<file path="config.mk">
export PLATFORM = sky130hd
export DESIGN_NAME = vr3d_lane
export DESIGN_NICKNAME = d
export VERILOG_FILES = /design/src/assert_macros.svh /design/src/vr3d_pkg.sv /design/src/vr3d_lane.sv
export SDC_FILE = /design/constraint.sdc
export NUM_CORES = 2
export LEC_CHECK = 0
export ABC_AREA = 1
export BUFFER_PORTS_ARGS = -buffer_cell sky130_fd_sc_hd__buf_2
export CORE_MARGIN = 8
export CORE_UTILIZATION = 60
export CTS_BUF_LIST = sky130_fd_sc_hd__clkbuf_4 sky130_fd_sc_hd__clkbuf_8
export CTS_CLUSTER_DIAMETER = 60
export DETAILED_ROUTE_END_ITERATION = 8
export PLACE_DENSITY = 0.77
export SYNTH_ARGS = -nofsm -noshare
export SYNTH_HDL_FRONTEND = slang
export SYNTH_SLANG_ARGS = --single-unit
</file>
<file path="constraint.sdc">
create_clock -name clock -period 8.6 [get_ports clock]
set_clock_uncertainty 0.1 [all_clocks]
set_input_delay 1.29 -clock clock [delete_from_list [all_inputs] [get_ports clock]]
set_output_delay 1.29 -clock clock [all_outputs]
set_load 0.01 [all_outputs]
</file>
<file path="src/assert_macros.svh">
// Assertion macros shared by the refraction block.
// Depends on nothing; included by the top level only.
`ifndef ASSERT_MACROS_SVH
`define ASSERT_MACROS_SVH
// Implication checked every clock outside reset.
`define ASSERT_IMPLY(label, clk, rst, pre, post, msg) \
   label: assert property (@(posedge clk) disable iff (rst) (pre) |-> (post)) else $error(msg);
// Next-cycle implication checked outside reset.
`define ASSERT_NEXT(label, clk, rst, pre, post, msg) \
   label: assert property (@(posedge clk) disable iff (rst) (pre) |=> (post)) else $error(msg);
`endif

</file>
<file path="src/vr3d_pkg.sv">
// Types, widths and helpers for the 3D refraction block.
// Depends on nothing; imported by every module of the block.
package vr3d_pkg;
   localparam int CompW  = 16;
   localparam int OutW   = 20;
   localparam int Lanes  = 3;
   localparam int Depth  = 37;  // pipeline stages from input to output register
   localparam int SqrtSteps = 30; // result bits of the root of a 60-bit value

   typedef logic signed [CompW-1:0] comp_type;
   typedef logic signed [OutW-1:0]  out_type;

   // Values that travel alongside the pipeline and go to the output lanes.
   typedef struct packed {
      logic                   tir;
      logic signed [33:0]     m14;
      logic [CompW-1:0]       eta;
   } scale_type;

   // Round half up at 2^14: add half, arithmetic shift.
   function automatic logic signed [63:0] rnd14(input logic signed [63:0] x);
      logic signed [63:0] y;
      y = x + 64'sd8192;
      return y >>> 14;
   endfunction
endpackage

</file>
<file path="src/vr3d_lane.sv">
// One output lane: rnd(eta*I - m*N, 14) with saturation; zero on reflection.
// Depends on vr3d_pkg.
module vr3d_lane (
   input  logic                clock,
   input  logic                advance,
   input  vr3d_pkg::comp_type  incident,
   input  vr3d_pkg::comp_type  normal,
   input  vr3d_pkg::scale_type scale,
   output vr3d_pkg::out_type   refracted
);
   import vr3d_pkg::*;

   logic signed [32:0] ei_ff, ei_in;
   logic signed [50:0] mn_ff, mn_in;
   logic               tir_ff;
   logic signed [63:0] diff;
   logic signed [63:0] rounded;
   out_type            res_ff, res_in;

   // first stage: two products
   always_comb begin
      ei_in = 33'(signed'({1'b0, scale.eta}) * 33'(incident));
      mn_in = 51'(scale.m14 * 51'(normal));
   end

   always_comb begin
      diff    = 64'(ei_ff) - 64'(mn_ff);
      rounded = rnd14(diff);
      if (tir_ff) begin
         res_in = '0;
      end else if (rounded > 64'sd524287) begin
         res_in = 20'sh7FFFF;
      end else if (rounded < -64'sd524288) begin
         res_in = 20'sh80000;
      end else begin
         res_in = rounded[OutW-1:0];
      end
   end

   always_ff @(posedge clock) begin
      if (advance) begin
         ei_ff  <= ei_in;
         mn_ff  <= mn_in;
         tir_ff <= scale.tir;
         res_ff <= res_in;
      end
   end

   assign refracted = res_ff;
endmodule

</file>
=== Word level (Yosys, flattened, before mapping) ===
Cells that the tools add are included.

* Input bits: 85
* Register bits: 104
* Output and inout port bits: 20
* Logic and storage cells: 14

* Add/subtract/negate cells: 2
* Order comparisons: 2
* Multiplexer cells: 2
* $mul: 2
* Reductions and logical operators: 1

{| class="wikitable"
|+ Operator list
! cell !! count
|-
| 51-bit by 15-bit adder with 52-bit output (second input constant) || 1
|-
| 33-bit by 50-bit subtractor with 51-bit output || 1
|-
| 34-bit by 16-bit multiplier with 50-bit output || 1
|-
| 38-bit by 20-bit greater-than comparator with 1-bit output (second input constant) || 1
|-
| 38-bit by 20-bit < comparator with 1-bit output (second input constant) || 1
|-
| 17-bit by 16-bit multiplier with 33-bit output || 1
|-
| 20-bit 2-to-1 mux || 1
|-
| 19-bit 2-to-1 mux || 1
|-
| 2-bit OR reduction || 1
|}

=== Depth between registers and ports, before layout ===
* Depth after elaboration: 5
* Gate-level depth with buffers: 29
* Mapped depth without buffers: 27

=== Least setup slack after synthesis ===
OpenSTA, ideal clock, no wires.

* Path kind: input port to flip-flop
* Start point: in scale[23] (netlist bit)
* End point: reg mn_ff[49] (netlist name)
* Path buffers: 2
* Arrival time: 6.681 ns
* Required time: 8.238 ns
* Path slack: 1.556 ns
* Cell stages on the path: 25
* Library setup time: 0.262 ns
* Cell sequence: clkbuf_1 clkbuf_1 nand2_1 fa_1 inv_1 fa_1 inv_1 fa_1 inv_1 fa_1 fa_1 inv_1 fa_1 inv_1 ha_1 nand2_1 nor2_1 inv_1 nor3_1 a21oi_1 o21ai_0 nand2_1 nand2_1 a21oi_1 xor2_1

* Cells in the longest elaborated chain, start to end: 1

{| class="wikitable"
|+ RTL lines
! element !! line !! text
|-
| from (decl) || vr3d_lane.sv:8 || <nowiki>input vr3d_pkg::scale_type scale,</nowiki>
|-
| 34-bit by 16-bit multiplier with 50-bit output || vr3d_lane.sv:23 || <nowiki>mn_in = 51'(scale.m14 * 51'(normal));</nowiki>
|-
| net mn_in[49] || vr3d_lane.sv:14 || <nowiki>logic signed [50:0] mn_ff, mn_in;</nowiki>
|}

The timed path passes the listed nets, and every way through them passes these cells.
A chain may end at the register's enable or synchronous reset.

=== Worst setup path after layout ===
* Start point: in normal[15]
* End point: reg mn_ff[47] (data pin)

* Cells in the longest elaborated chain, start to end: 1

{| class="wikitable"
|+ RTL lines
! element !! line !! text
|-
| from (decl) || vr3d_lane.sv:7 || <nowiki>input vr3d_pkg::comp_type normal,</nowiki>
|-
| 34-bit by 16-bit multiplier with 50-bit output || vr3d_lane.sv:23 ||
|-
| net mn_in[47] || vr3d_lane.sv:14 ||
|-
| to (signal assigned) || vr3d_lane.sv:43 || <nowiki>mn_ff <= mn_in;</nowiki>
|-
| to (decl) || vr3d_lane.sv:14 ||
|}

The timed path passes the listed nets, and every way through them passes these cells.

==> results by group <==
Yosys
  • Synth top cells by count: inv_1 (1503), nand2_1 (1300), fa_1 (708)
  • FFs w/ async S/R, synth: 0%
  • Number of synthesis warnings: 0
  • Register bit total from synthesis: around 100
  • Area of the mapped netlist: approximately 37000 µm²
  • Post-synth EDFFs: 104
  • Top post-synthesis cells by area: fa_1 (38%), inv_1 (15%), nand2_1 (13%), ha_1 (11%), edfxtp_1 (8.5%)
  • Synth top area share: 38.39%
  • Post-synth cell types: 46
  • Sequential area share after synthesis: under 10%
  • Ys flop type: edfxtp_1
  • Post-Syn Instances: about 5000
  • Most common cell in the netlist: inv_1
  • Area leader, netlist: fa_1
  • Mean area per synthesized cell: 7.568 µm²
  • Synthesized Nets: 6009

Drt
  • Vias per inst: between 5 and 6
  • Routed Antenna Nets: 0
  • Total Wirelength: 94810 µm
  • Violation count after the first detailed-route iteration: 2003
  • WL met1: roughly 38000 µm
  • DR vias: roughly 29000
  • TritonRoute pass-1 iters: 6
  • # DRC: 0
  • Routed length on met3: between 6000 and 7000 µm
  • DR WL met2: around 47000 µm
  • DR WL/cell: 16.86 µm
  • Top sig layer: met4

Global route
  • Vias in the first global route: 31720
  • GRT Util Overall: 27.82%
  • First-pass GRT wire length: 157600 µm
  • Largest net degree at the start of global routing: 84
  • Initial antenna violation count: 1
  • Gr ovfl total: 0

Min path
  • Hold Path Cell Cnt: 1
  • Hold path start: tir_ff$_DFFE_PP_
  • Hold endpoint: refracted[10]$_SDFFCE_PP0P_
  • Worst Hold Class: reg2reg

Critical path
  • CP Max Fanout: 20
  • Endpoint type of the worst setup path: flip-flop
  • R2r worst-path depth: 17
  • CP Class: in2reg
  • CP arrival: 7.74 ns
  • Startpoint Class: input port
  • Reg-to-reg critical path endpoint: refracted[1]$_SDFFCE_PP0P_
  • R2r setup slk: 4.27 ns
  • Worst R2R Start: ei_ff[32]$_DFFE_PP_
  • CP required: 8.67 ns

Floorplanning
  • Initial core utilization: 60.27%
  • I/O pin cnt: 105
  • Die W: 264.0 µm
  • Die Height: 264.0 µm
  • Core area: roughly 61000 µm²
  • Row count: 91
  • Die area: 69720 µm²

Placed design
  • Port bufs: 104
  • GPL Wtd Cong: 0.9820
  • Detailed Place HPWL: approximately 80000 µm

Clocking
  • CTS tree: yes
  • Setup Fix Bufs, Post-CTS: 0
  • Clock latency on the worst-skew pair: 0.41 ns
  • CTS H-tree depth: 3
  • Num CTS Buffers: 9
  • Clock Sinks: approximately 100
  • CTS max path bufs: 2
  • Clock Pin Slew Worst Setup and Hold Paths: 0.13 ns
  • Hold_buf cts: 0
  • Cts repair resizes: 0
  • Root Buffer: clkbuf_8

Finish
  • Area growth from synthesis to layout: 3.081%
  • Layout cell share with drive strength beyond 1: ~3.7%
  • Nets: 5956
  • # fillers: 5524

Outcome
  • Status: complete, no violations

STA
  • Period utilization: 89.15%
  • Worst-Margin Slew: between 1 and 1.5 ns
  • Fin Setup TNS: 0 ns
  • Min Tclk post-route: 7.666 ns
  • F_max: 130.4 MHz
  • Setup repair after global routing missed its margin: false
  • Max-slew violation count: 0
  • Final setup violation count: 0
  • Final Hold Fails: 0
  • Worst slew margin: between 20% and 30%

Run
  • Total of max-cap violations: 0
==> worst max-delay path, stage by stage <==
cell and delay, ns:
buf_2 0.09, inv_1 0.75, buf_4 0.35, nor2_1 0.08, fa_1 0.53, fa_1 0.43, fa_1 0.59, fa_1 0.46
fa_1 0.50, inv_1 0.05, fa_1 0.47, inv_1 0.04, ha_1 0.37, nand2_1 0.13, nor2_1 0.18, inv_1 0.10
nor4_1 0.51, o21ai_0 0.27, nand4_1 0.25, a21oi_1 0.13, xor2_1 0.16
==> logic make-up after synthesis <==
logic type               count (synthesis)  synth area share [%]
buffers and inverters                 1690                 17.24
AND/OR/NAND/NOR                       1650                 17.71
XOR/XNOR                               105                 2.511
adder cells (fa/ha/maj)               1046                 49.85
flip-flops                             104                 8.460
AO/OA/AOI/OAI                          283                 4.237
==> sequential cells by signal (all words and copies together) (netlist names) <==
name / count
tir_ff: 1
mn_ff: 50
ei_ff: 33
refracted: 20
==> how the worst max path moves through the flow <==
stage / cells past startpoint / to / from
finish: 21 / mn_ff[47]$_DFFE_PP_ / normal[15]
detailed placement: 21 / mn_ff[47]$_DFFE_PP_ / normal[15]
CTS: 21 / mn_ff[47]$_DFFE_PP_ / normal[15]
floorplan: 25 / mn_ff[49]$_DFFE_PP_ / scale[23]
global route: 22 / mn_ff[47]$_DFFE_PP_ / normal[1]
global placement: 22 / mn_ff[47]$_DFFE_PP_ / normal[1]
==> layout make-up <==
cell class / count / area, µm² / area share (%)
repair buffers: 117 / 620.6 / 1.631
inverters: 1509 / 5664 / 14.88
well taps: 790 / 988.4 / 2.597
clock buffers: 9 / 123.9 / 0.3255
multi-input cells: 3084 / 27430 / 72.08
diodes: 2 / 5.005 / 0.01315
flip-flops and latches: 104 / 3123 / 8.207
clock inverters: 7 / 98.84 / 0.2597
==> cells in the final DEF, fill, tap and decap left out, drive strengths merged, types with 27 or more instances in the layout <==
cell type	synthesis	final
nand2	1301	1301
fa	708	708
xnor2	46	46
o21ai	57	57
inv	1509	1513
ha	338	338
xor2	59	59
a21oi	161	161
nand3	67	67
nor2	192	192
buf	5	117
a31oi	27	27
nand4	28	28
edfxtp	104	104
==> metal layers <==
layer	vias to the layer above	GRT usage [%]
met5	-	0
met3	254	3.626
met2	1062	49.11
li1	13840	-
met1	14310	34.69
met4	0	10.48
==> stage by stage <==
step	cell area (µm²)	util (%)	hold WS, ns	instances	worst slack, ns
floorplan	36920	-	0.6792	4878	1.556
global placement	37830	61.75	0.8180	5604	0.6003
detailed placement	37830	61.75	0.8153	5604	0.4992
CTS	38050	62.11	0.8560	5620	0.9592
global route	38050	62.12	0.9013	5621	0.6702
finish	38050	62.12	0.8762	5622	0.9335
Power is left out: the tool's default activity adds up to more than one toggle a clock period on the data nets, which glitch-free logic cannot reach.
